==> src/rtl/ckm_pkg.sv <==
// shared types, constants and helper functions of the canonical k-mer minimizer
// no dependencies; used by every rtl file but the assertion header
package ckm_pkg;

  localparam int MAX_WINDOW = 16;
  localparam int IDX_W      = $clog2(MAX_WINDOW);
  localparam int CNT_W      = IDX_W + 1;
  localparam int VAL_W      = 32;
  localparam int POS_W      = 32;
  localparam int CFG_W      = 5;
  localparam int CFG_IDX_W  = 1;

  localparam logic [CFG_IDX_W-1:0] REG_KMER_LENGTH   = 1'd0;
  localparam logic [CFG_IDX_W-1:0] REG_WINDOW_LENGTH = 1'd1;

  localparam logic [CFG_W-1:0] KMER_LENGTH_RESET   = 5'd15;
  localparam logic [CFG_W-1:0] WINDOW_LENGTH_RESET = 5'd10;
  localparam logic [CFG_W-1:0] KMER_MAX            = 5'd16;
  localparam logic [CFG_W-1:0] WINDOW_MAX          = CFG_W'(MAX_WINDOW);

  localparam logic [7:0] CHAR_C = 8'h43;
  localparam logic [7:0] CHAR_G = 8'h47;
  localparam logic [7:0] CHAR_T = 8'h54;

  localparam logic [1:0] CODE_A = 2'd0;
  localparam logic [1:0] CODE_C = 2'd1;
  localparam logic [1:0] CODE_G = 2'd2;
  localparam logic [1:0] CODE_T = 2'd3;

  typedef struct packed {
    logic [7:0] base_char;
    logic       end_of_sequence;
  } in_word_t;

  typedef struct packed {
    logic [VAL_W-1:0] minimizer_value;
    logic [POS_W-1:0] kmer_position;
    logic             forward_strand;
  } out_word_t;

  typedef struct packed {
    logic [VAL_W-1:0] value;
    logic [POS_W-1:0] pos;
    logic             fwd;
  } entry_t;

  typedef struct packed {
    logic             en;
    logic [IDX_W-1:0] addr;
    entry_t           data;
  } mem_wr_t;

  typedef struct packed {
    logic             start;
    logic [IDX_W-1:0] base;
    logic [CNT_W-1:0] count;
  } scan_req_t;

  typedef struct packed {
    logic   done;
    entry_t best;
  } scan_res_t;

  function automatic logic [1:0] encode_base(input logic [7:0] ch);
    logic [1:0] code;
    case (ch)
      CHAR_C:  code = CODE_C;
      CHAR_G:  code = CODE_G;
      CHAR_T:  code = CODE_T;
      default: code = CODE_A;
    endcase
    return code;
  endfunction

  function automatic logic [CFG_W-1:0] clamp_len(input logic [CFG_W-1:0] v,
                                                 input logic [CFG_W-1:0] hi);
    logic [CFG_W-1:0] r;
    if (v == '0) begin
      r = CFG_W'(1);
    end else if (v > hi) begin
      r = hi;
    end else begin
      r = v;
    end
    return r;
  endfunction

endpackage

==> src/rtl/canonical_kmer_minimizer_unit.sv <==
// canonical k-mer window minimizer: one base per word, at most one minimizer word out.
// a base that completes no window needs no scan; one that needs a window minimum starts a scan
// of n entries (n up to 16) in the one-port window memory, which is read one entry a cycle.
// next base is taken once the minimum word is loaded into the output or dropped as a repeat.
// reset (rst, synchronous): kmer_length 15, window_length 10, sequence state cleared;
// window memory keeps its contents and needs no clearing pass.
module canonical_kmer_minimizer_unit (
  input  logic                          clk,
  input  logic                          rst,
  input  logic                          in_valid,
  output logic                          in_ready,
  input  ckm_pkg::in_word_t             in_data,
  output logic                          out_valid,
  input  logic                          out_ready,
  output ckm_pkg::out_word_t            out_data,
  input  logic                          cfg_we,
  input  logic [ckm_pkg::CFG_IDX_W-1:0] cfg_index,
  input  logic [ckm_pkg::CFG_W-1:0]     cfg_data
);

  localparam logic [1:0] S_IDLE = 2'd0;
  localparam logic [1:0] S_SCAN = 2'd1;
  localparam logic [1:0] S_EMIT = 2'd2;

  logic [1:0]                  state;
  logic [1:0]                  state_next;
  logic [ckm_pkg::CFG_W-1:0]   kmer_length;
  logic [ckm_pkg::CFG_W-1:0]   window_length;
  logic [ckm_pkg::VAL_W-1:0]   forward_kmer;
  logic [ckm_pkg::VAL_W-1:0]   revcomp_kmer;
  logic [ckm_pkg::IDX_W-1:0]   wr_idx;
  logic [ckm_pkg::POS_W-1:0]   bases_seen;
  logic [ckm_pkg::CNT_W-1:0]   kmers_seen;
  logic [ckm_pkg::POS_W-1:0]   last_pos;
  logic                        last_valid;
  logic                        eos_pend;
  ckm_pkg::entry_t             best;

  logic [ckm_pkg::CFG_W-1:0]   k;
  logic [ckm_pkg::CFG_W-1:0]   w;
  logic [1:0]                  code;
  logic [5:0]                  shamt;
  logic [ckm_pkg::VAL_W-1:0]   mask;
  logic [ckm_pkg::VAL_W-1:0]   fwd_next;
  logic [ckm_pkg::VAL_W-1:0]   rev_next;
  logic [ckm_pkg::POS_W-1:0]   bases_inc;
  logic                        form;
  logic [ckm_pkg::CNT_W-1:0]   kmers_inc;
  logic [ckm_pkg::IDX_W-1:0]   wr_idx_inc;
  logic                        scan_full;
  logic                        scan_short;
  logic [ckm_pkg::CNT_W-1:0]   scan_cnt;
  ckm_pkg::entry_t             new_entry;
  logic                        accept;
  logic                        dup;
  logic                        out_free;
  logic                        emit;
  logic                        finish;
  logic                        clear_seq;

  ckm_pkg::mem_wr_t            mem_wr;
  ckm_pkg::scan_req_t          scan_req;
  ckm_pkg::scan_res_t          scan_res;

  assign in_ready = (state == S_IDLE);
  assign accept   = in_valid && in_ready;

  always_comb begin
    k          = ckm_pkg::clamp_len(kmer_length, ckm_pkg::KMER_MAX);
    w          = ckm_pkg::clamp_len(window_length, ckm_pkg::WINDOW_MAX);
    code       = ckm_pkg::encode_base(in_data.base_char);
    shamt      = {k, 1'b0};
    // a shift by the full width yields zero, so k = 16 gives all ones
    mask       = ~({ckm_pkg::VAL_W{1'b1}} << shamt);
    fwd_next   = {forward_kmer[ckm_pkg::VAL_W-3:0], code} & mask;
    rev_next   = ((revcomp_kmer >> 2) |
                  ({{(ckm_pkg::VAL_W-2){1'b0}}, ~code} << (shamt - 6'd2))) & mask;
    bases_inc  = bases_seen + ckm_pkg::POS_W'(1);
    form       = (bases_inc >= ckm_pkg::POS_W'(k)) || (kmers_seen != '0);
    if (!form) begin
      kmers_inc = kmers_seen;
    end else if (kmers_seen == ckm_pkg::CNT_W'(ckm_pkg::MAX_WINDOW)) begin
      kmers_inc = kmers_seen;
    end else begin
      kmers_inc = kmers_seen + ckm_pkg::CNT_W'(1);
    end
    wr_idx_inc = form ? wr_idx + ckm_pkg::IDX_W'(1) : wr_idx;
    scan_full  = form && (kmers_inc >= w);
    scan_short = in_data.end_of_sequence && (kmers_inc != '0) && (kmers_inc < w);
    scan_cnt   = scan_full ? w : kmers_inc;
    if (fwd_next <= rev_next) begin
      new_entry.value = fwd_next;
      new_entry.fwd   = 1'b1;
    end else begin
      new_entry.value = rev_next;
      new_entry.fwd   = 1'b0;
    end
    new_entry.pos = bases_inc - ckm_pkg::POS_W'(k);
  end

  always_comb begin
    mem_wr.en      = accept && form;
    mem_wr.addr    = wr_idx;
    mem_wr.data    = new_entry;
    scan_req.start = accept && (scan_full || scan_short);
    // window of 16 wraps to the write index itself
    scan_req.base  = wr_idx_inc - scan_cnt[ckm_pkg::IDX_W-1:0];
    scan_req.count = scan_cnt;
  end

  ckm_window_scan u_scan (
    .clk (clk),
    .rst (rst),
    .wr  (mem_wr),
    .req (scan_req),
    .res (scan_res)
  );

  assign dup      = last_valid && (last_pos == best.pos);
  assign out_free = !out_valid || out_ready;
  assign emit     = (state == S_EMIT) && !dup && out_free;
  assign finish   = (state == S_EMIT) && (dup || out_free);
  assign clear_seq = (accept && in_data.end_of_sequence && !scan_req.start) ||
                     (finish && eos_pend);

  always_comb begin
    state_next = state;
    case (state)
      S_IDLE: begin
        if (scan_req.start) begin
          state_next = S_SCAN;
        end
      end
      S_SCAN: begin
        if (scan_res.done) begin
          state_next = S_EMIT;
        end
      end
      S_EMIT: begin
        if (finish) begin
          state_next = S_IDLE;
        end
      end
      default: state_next = S_IDLE;
    endcase
  end

  always_ff @(posedge clk) begin
    if (rst) begin
      state         <= S_IDLE;
      kmer_length   <= ckm_pkg::KMER_LENGTH_RESET;
      window_length <= ckm_pkg::WINDOW_LENGTH_RESET;
      out_valid     <= 1'b0;
    end else begin
      state <= state_next;
      if (cfg_we) begin
        case (cfg_index)
          ckm_pkg::REG_KMER_LENGTH:   kmer_length   <= cfg_data;
          ckm_pkg::REG_WINDOW_LENGTH: window_length <= cfg_data;
          default: ;
        endcase
      end
      if (emit) begin
        out_valid <= 1'b1;
      end else if (out_ready) begin
        out_valid <= 1'b0;
      end
    end
  end

  // sequence state
  always_ff @(posedge clk) begin
    if (rst || clear_seq) begin
      forward_kmer <= '0;
      revcomp_kmer <= '0;
      wr_idx       <= '0;
      bases_seen   <= '0;
      kmers_seen   <= '0;
      last_pos     <= '0;
      last_valid   <= 1'b0;
    end else begin
      if (accept) begin
        forward_kmer <= fwd_next;
        revcomp_kmer <= rev_next;
        wr_idx       <= wr_idx_inc;
        bases_seen   <= bases_inc;
        kmers_seen   <= kmers_inc;
      end
      if (emit) begin
        last_pos   <= best.pos;
        last_valid <= 1'b1;
      end
    end
  end

  always_ff @(posedge clk) begin
    if (accept) begin
      eos_pend <= in_data.end_of_sequence;
    end
    if (state == S_SCAN && scan_res.done) begin
      best <= scan_res.best;
    end
    if (emit) begin
      out_data.minimizer_value <= best.value;
      out_data.kmer_position   <= best.pos;
      out_data.forward_strand  <= best.fwd;
    end
  end

endmodule

==> src/rtl/ckm_window_scan.sv <==
// window store memory and the min-scan engine that walks it one entry a cycle
// depends on ckm_pkg
module ckm_window_scan (
  input  logic               clk,
  input  logic               rst,
  input  ckm_pkg::mem_wr_t   wr,
  input  ckm_pkg::scan_req_t req,
  output ckm_pkg::scan_res_t res
);

  ckm_pkg::entry_t mem [ckm_pkg::MAX_WINDOW];

  logic                      busy;
  logic                      first_pend;
  logic [ckm_pkg::IDX_W-1:0] rd_addr;
  logic [ckm_pkg::CNT_W-1:0] remain;
  logic                      rd_valid;
  logic                      rd_first;
  logic                      rd_last;
  logic                      done;
  ckm_pkg::entry_t           rd_q;
  ckm_pkg::entry_t           best;

  // single port: writes only come in while the scan is idle
  always_ff @(posedge clk) begin
    if (wr.en) begin
      mem[wr.addr] <= wr.data;
    end else if (busy) begin
      rd_q <= mem[rd_addr];
    end
  end

  always_ff @(posedge clk) begin
    if (rst) begin
      busy     <= 1'b0;
      rd_valid <= 1'b0;
      done     <= 1'b0;
    end else begin
      rd_valid <= busy;
      done     <= rd_valid && rd_last;
      if (req.start) begin
        busy <= 1'b1;
      end else if (busy && remain == ckm_pkg::CNT_W'(1)) begin
        busy <= 1'b0;
      end
    end
  end

  always_ff @(posedge clk) begin
    if (req.start) begin
      rd_addr    <= req.base;
      remain     <= req.count;
      first_pend <= 1'b1;
    end else if (busy) begin
      rd_addr    <= rd_addr + ckm_pkg::IDX_W'(1);
      remain     <= remain - ckm_pkg::CNT_W'(1);
      first_pend <= 1'b0;
      rd_first   <= first_pend;
      rd_last    <= (remain == ckm_pkg::CNT_W'(1));
    end
  end

  // strict less-than keeps the oldest entry on ties
  always_ff @(posedge clk) begin
    if (rd_valid && (rd_first || rd_q.value < best.value)) begin
      best <= rd_q;
    end
  end

  assign res.done = done;
  assign res.best = best;

endmodule

==> config.mk <==
export PLATFORM = sky130hd
export DESIGN_NAME = canonical_kmer_minimizer_unit
export DESIGN_NICKNAME = d
export VERILOG_FILES = /design/src/rtl/ckm_pkg.sv /design/src/rtl/canonical_kmer_minimizer_unit.sv /design/src/rtl/ckm_window_scan.sv
export SDC_FILE = /design/constraint.sdc
export NUM_CORES = 2
export LEC_CHECK = 0
export ABC_CLOCK_PERIOD_IN_PS = 17000
export BUFFER_PORTS_ARGS = -buffer_cell sky130_fd_sc_hd__buf_2
export CAP_MARGIN = 10
export CORE_ASPECT_RATIO = 0.6
export CORE_UTILIZATION = 55
export DETAILED_ROUTE_END_ITERATION = 7
export GPL_TIMING_DRIVEN = 0
export PLACE_DENSITY = 0.69
export SLEW_MARGIN = 10
export SYNTH_ARGS = -nofsm -noshare
export SYNTH_HDL_FRONTEND = slang
export SYNTH_SLANG_ARGS = --single-unit
export TNS_END_PERCENT = 5
==> constraint.sdc <==
create_clock -name clk -period 17 [get_ports clk]
set_clock_uncertainty 0.05 [all_clocks]
set_input_delay 3.4 -clock clk [delete_from_list [all_inputs] [get_ports clk]]
set_output_delay 3.4 -clock clk [all_outputs]
set_load 0.02 [all_outputs]
==> results.py <==
metrics = {
    "floorplan": {
        "fp.dieH_um": 255.6,
        "rows": 92,
        "fp.dieArea_um2": 108500,
        "io_pins": 87,
        "core-area_um2": 105600,
        "start_util": 0.5584,
        "die_x_um": 424.6,
    },
    "yosys": {
        "synth.top_cells.by_count": "edfxtp_1, mux2i_1, nor2_1",
        "avgSynthCellArea_um2": 15.88,
        "synth.most_common_cell": "edfxtp_1",
        "synth.top_cell.area_share": 0.6684,
        "synth_cells": 3713,
        "synth_cell_types": 65,
        "ys_warn_count": 0,
        "synth-seq-cells": 1463,
        "synth-edff-count": 1312,
        "yosys_most_used_dff": "edfxtp_1",
        "yosysSeqAreaShare": 0.7196,
        "yosys-top-cells-area": "edfxtp_1, dfxtp_1, mux4_2, mux2i_1, ha_1",
        "synthArstFlopShare": 0,
        "post-synth-top-area-cell": "edfxtp_1",
        "syn_nets": 3825,
        "synthesis.area_um2": 58950,
    },
    "timing": {
        "finalCritPeriodShare": 0.5493,
        "tightest_slew_ns": 1.366,
        "relSlewSlack": 0.08924,
        "hold_violations": 0,
        "fin_tns_setup_ns": 0,
        "fin_ws_ns": 7.662,
        "setup_violations": 0,
        "slew_viol_final": 0,
        "period_minus_slack_ns": 9.339,
        "fmax_mhz": 107.1,
        "rsz0062_at_grt": "false",
    },
    "route": {
        "avgViaCountPerCell": 6.169,
        "dr.pass1.iters": 6,
        "via_count": 34234,
        "postRouteAntennaNets": 0,
        "routedWlPerCell_um": 27.30,
        "drc_errors": 0,
        "drt-total-wl_um": 151500,
        "drt-initial-drc-count": 4624,
    },
    "placement": {
        "dp_hpwl_um": 105900,
        "place_area_um2": 62800,
        "dpl_worst_slack_ns": 6.771,
        "dp.cells": 5299,
        "gp_congestion": 0.9844,
        "portBuffers": 85,
    },
    "cts": {
        "clk_latency_ns": 0.76,
        "cts_tree": "done",
        "cts_buffers": 133,
        "cts_max_level": 4,
        "clk_path_buf_depth": 3,
        "cts_root_buf": "clkbuf_16",
        "post_cts_buffers": 0,
        "cts.sinks": 1463,
        "clkTransAtPathRegs_ns": 0.06,
        "hold_buffers": 0,
        "cts_resized": 0,
    },
    "setup_path": {
        "startpoint_type": "input port",
        "slowest_delay_ns": 0.93,
        "cp_cell_sequence": "buf_2 -> nor4b_1 -> o21ai_0 -> and2_1 -> nand2_1 -> nor2_1 -> o21ai_0 -> ha_1 -> a21o_1 -> a21oi_1 -> nor2b_1 -> o21ai_0 -> nand2b_1 -> a21oi_1 -> o21ai_0 -> o21a_1 -> a31o_2 -> clkbuf_1 -> clkbuf_1 -> inv_1 -> mux2i_2",
        "slowest_stage": "mux2i_2",
        "crit_top_cell": "o21ai_0",
        "critical_path_class": "in -> reg",
        "cp.arrival_ns": 9.71,
        "worstPathMaxFanout": 18,
        "required_ns": 17.37,
        "endpoint_kind": "register",
    },
    "pwr": {
        "ir_drop_v": 0.00008894,
        "power.leakage_nw": 23.14,
        "p_per_area_nw_per_um2": 109.1,
    },
    "cells_and_area": {
        "postLayoutCellArea_um2": 67300,
        "syn_to_final_growth_pct": 14.16,
        "fill_cells": 7396,
        "finish.net_count": 4139,
        "drive_above_1_share": 0.1653,
        "diodes": 0,
        "final_core_util": 0.6375,
        "final_cells": 5549,
    },
    "worst_hold_path": {
        "hold_path_class": "reg -> reg",
    },
    "global_routing": {
        "antenna_found_initial": 1,
        "grt_pass1_wl_um": 220500,
        "gr-total-overflow": 0,
        "grt_max_degree": 42,
        "first_global_vias": 32114,
        "grt_use_total": 0.2809,
    },
    "flow_run": {
        "max_cap_violations": 0,
    },
    "outcome": {
        "outcome": "finished clean",
    },
}
-- power breakdown --
group	internal, W	total [W]	switching (W)	leakage, nW
combinational	0.000130	0.000414	0.000284	8.08
sequential	0.00393	0.00394	0.00000921	13.0
clock	0.00168	0.00299	0.00131	2.10
total	0.00574	0.00734	0.00161	23.1
-- cell type report --
class / instances / area, um^2 / share of cell area
clock inverter: 67 / 644.4 / 0.009575
sequential: 1463 / 42420 / 0.6304
inverter: 100 / 380.4 / 0.005652
clock buffer: 180 / 3672 / 0.05457
multi-input combinational: 1969 / 15720 / 0.2335
tap: 1410 / 1764 / 0.02622
timing repair buffer: 179 / 1947 / 0.02893
buffer: 181 / 750.7 / 0.01116
-- final timing paths --
path | from | cells after the start | endpoint | slack (ns)
min reg2reg | u_scan.rd_q[24]$_DFFE_PP_ | 0 | u_scan.res[24]$_DFFE_PP_ | 0.36
max | in_data[4] | 21 | u_scan.mem[7][64]$_DFFE_PP_ | 7.66
max reg2reg | kmer_length[2]$_SDFFE_PP1P_ | 27 | u_scan.mem[7][64]$_DFFE_PP_ | 8.20
min | u_scan.rd_q[24]$_DFFE_PP_ | 0 | u_scan.res[24]$_DFFE_PP_ | 0.36
-- routing by layer --
metal / vias up / part of all wire / track usage / wire, um
met2: 1763 / 0.40 / 0.3661 / 60790
met3: 225 / 0.11 / 0.06150 / 16410
met1: 17338 / 0.47 / 0.4656 / 70490
li1: 14906 / - / - / -
met5: - / 0.000086 / 0 / 13
met4: 2 / 0.025 / 0.08233 / 3803
-- cells in the final DEF, fill, tap and decap left out, types with 90 or more instances in the layout --
master / n
edfxtp_1: 1312
inv_1: 98
buf_2: 105
nand2_1: 244
mux2i_1: 246
o21ai_0: 180
clkbuf_16: 139
ha_1: 90
nor2_1: 238
dfxtp_1: 151
clkbuf_1: 150
mux4_2: 130
a21oi_1: 170
-- critical path, delay by kind of cell --
kind	cells	cell delay, ns
compound gates	9	2.20
buf+inv	4	1.71
simple gates	6	1.16
mux	1	0.93
fa+ha+maj	1	0.26
-- logic make-up (layout without fill, tap and decap cells) --
logic type,count (synthesis),after routing,synth area share
compound gates,556,556,0.05761
flops,1463,1463,0.7196
buf+inv,281,707,0.01887
simple gates,713,713,0.05455
xor+xnor,137,137,0.02036
mux,471,471,0.1092
fa+ha+maj,92,92,0.01978
-- state kept, by name, summed over array words and instances (netlist names), 2 cells and up --
register / count
state: 2
window_length: 5
bases_seen: 32
u_scan.rd_q: 65
forward_kmer: 30
kmers_seen: 5
kmer_length: 5
wr_idx: 4
u_scan.remain: 5
out_data: 65
u_scan.rd_addr: 4
u_scan.res: 65
revcomp_kmer: 30
u_scan.mem: 1040
best: 65
last_pos: 32
-- metrics by stage --
stage,power (W),hold slack (ns)
2_1_floorplan,0.004254,0.3503
3_3_place_gp,0.004402,0.3523
3_5_place_dp,0.004411,0.3545
4_1_cts,0.007369,0.3600
5_1_grt,0.007543,0.3644
6_report,0.007341,0.3576
(Power assumes the default switching activity.)
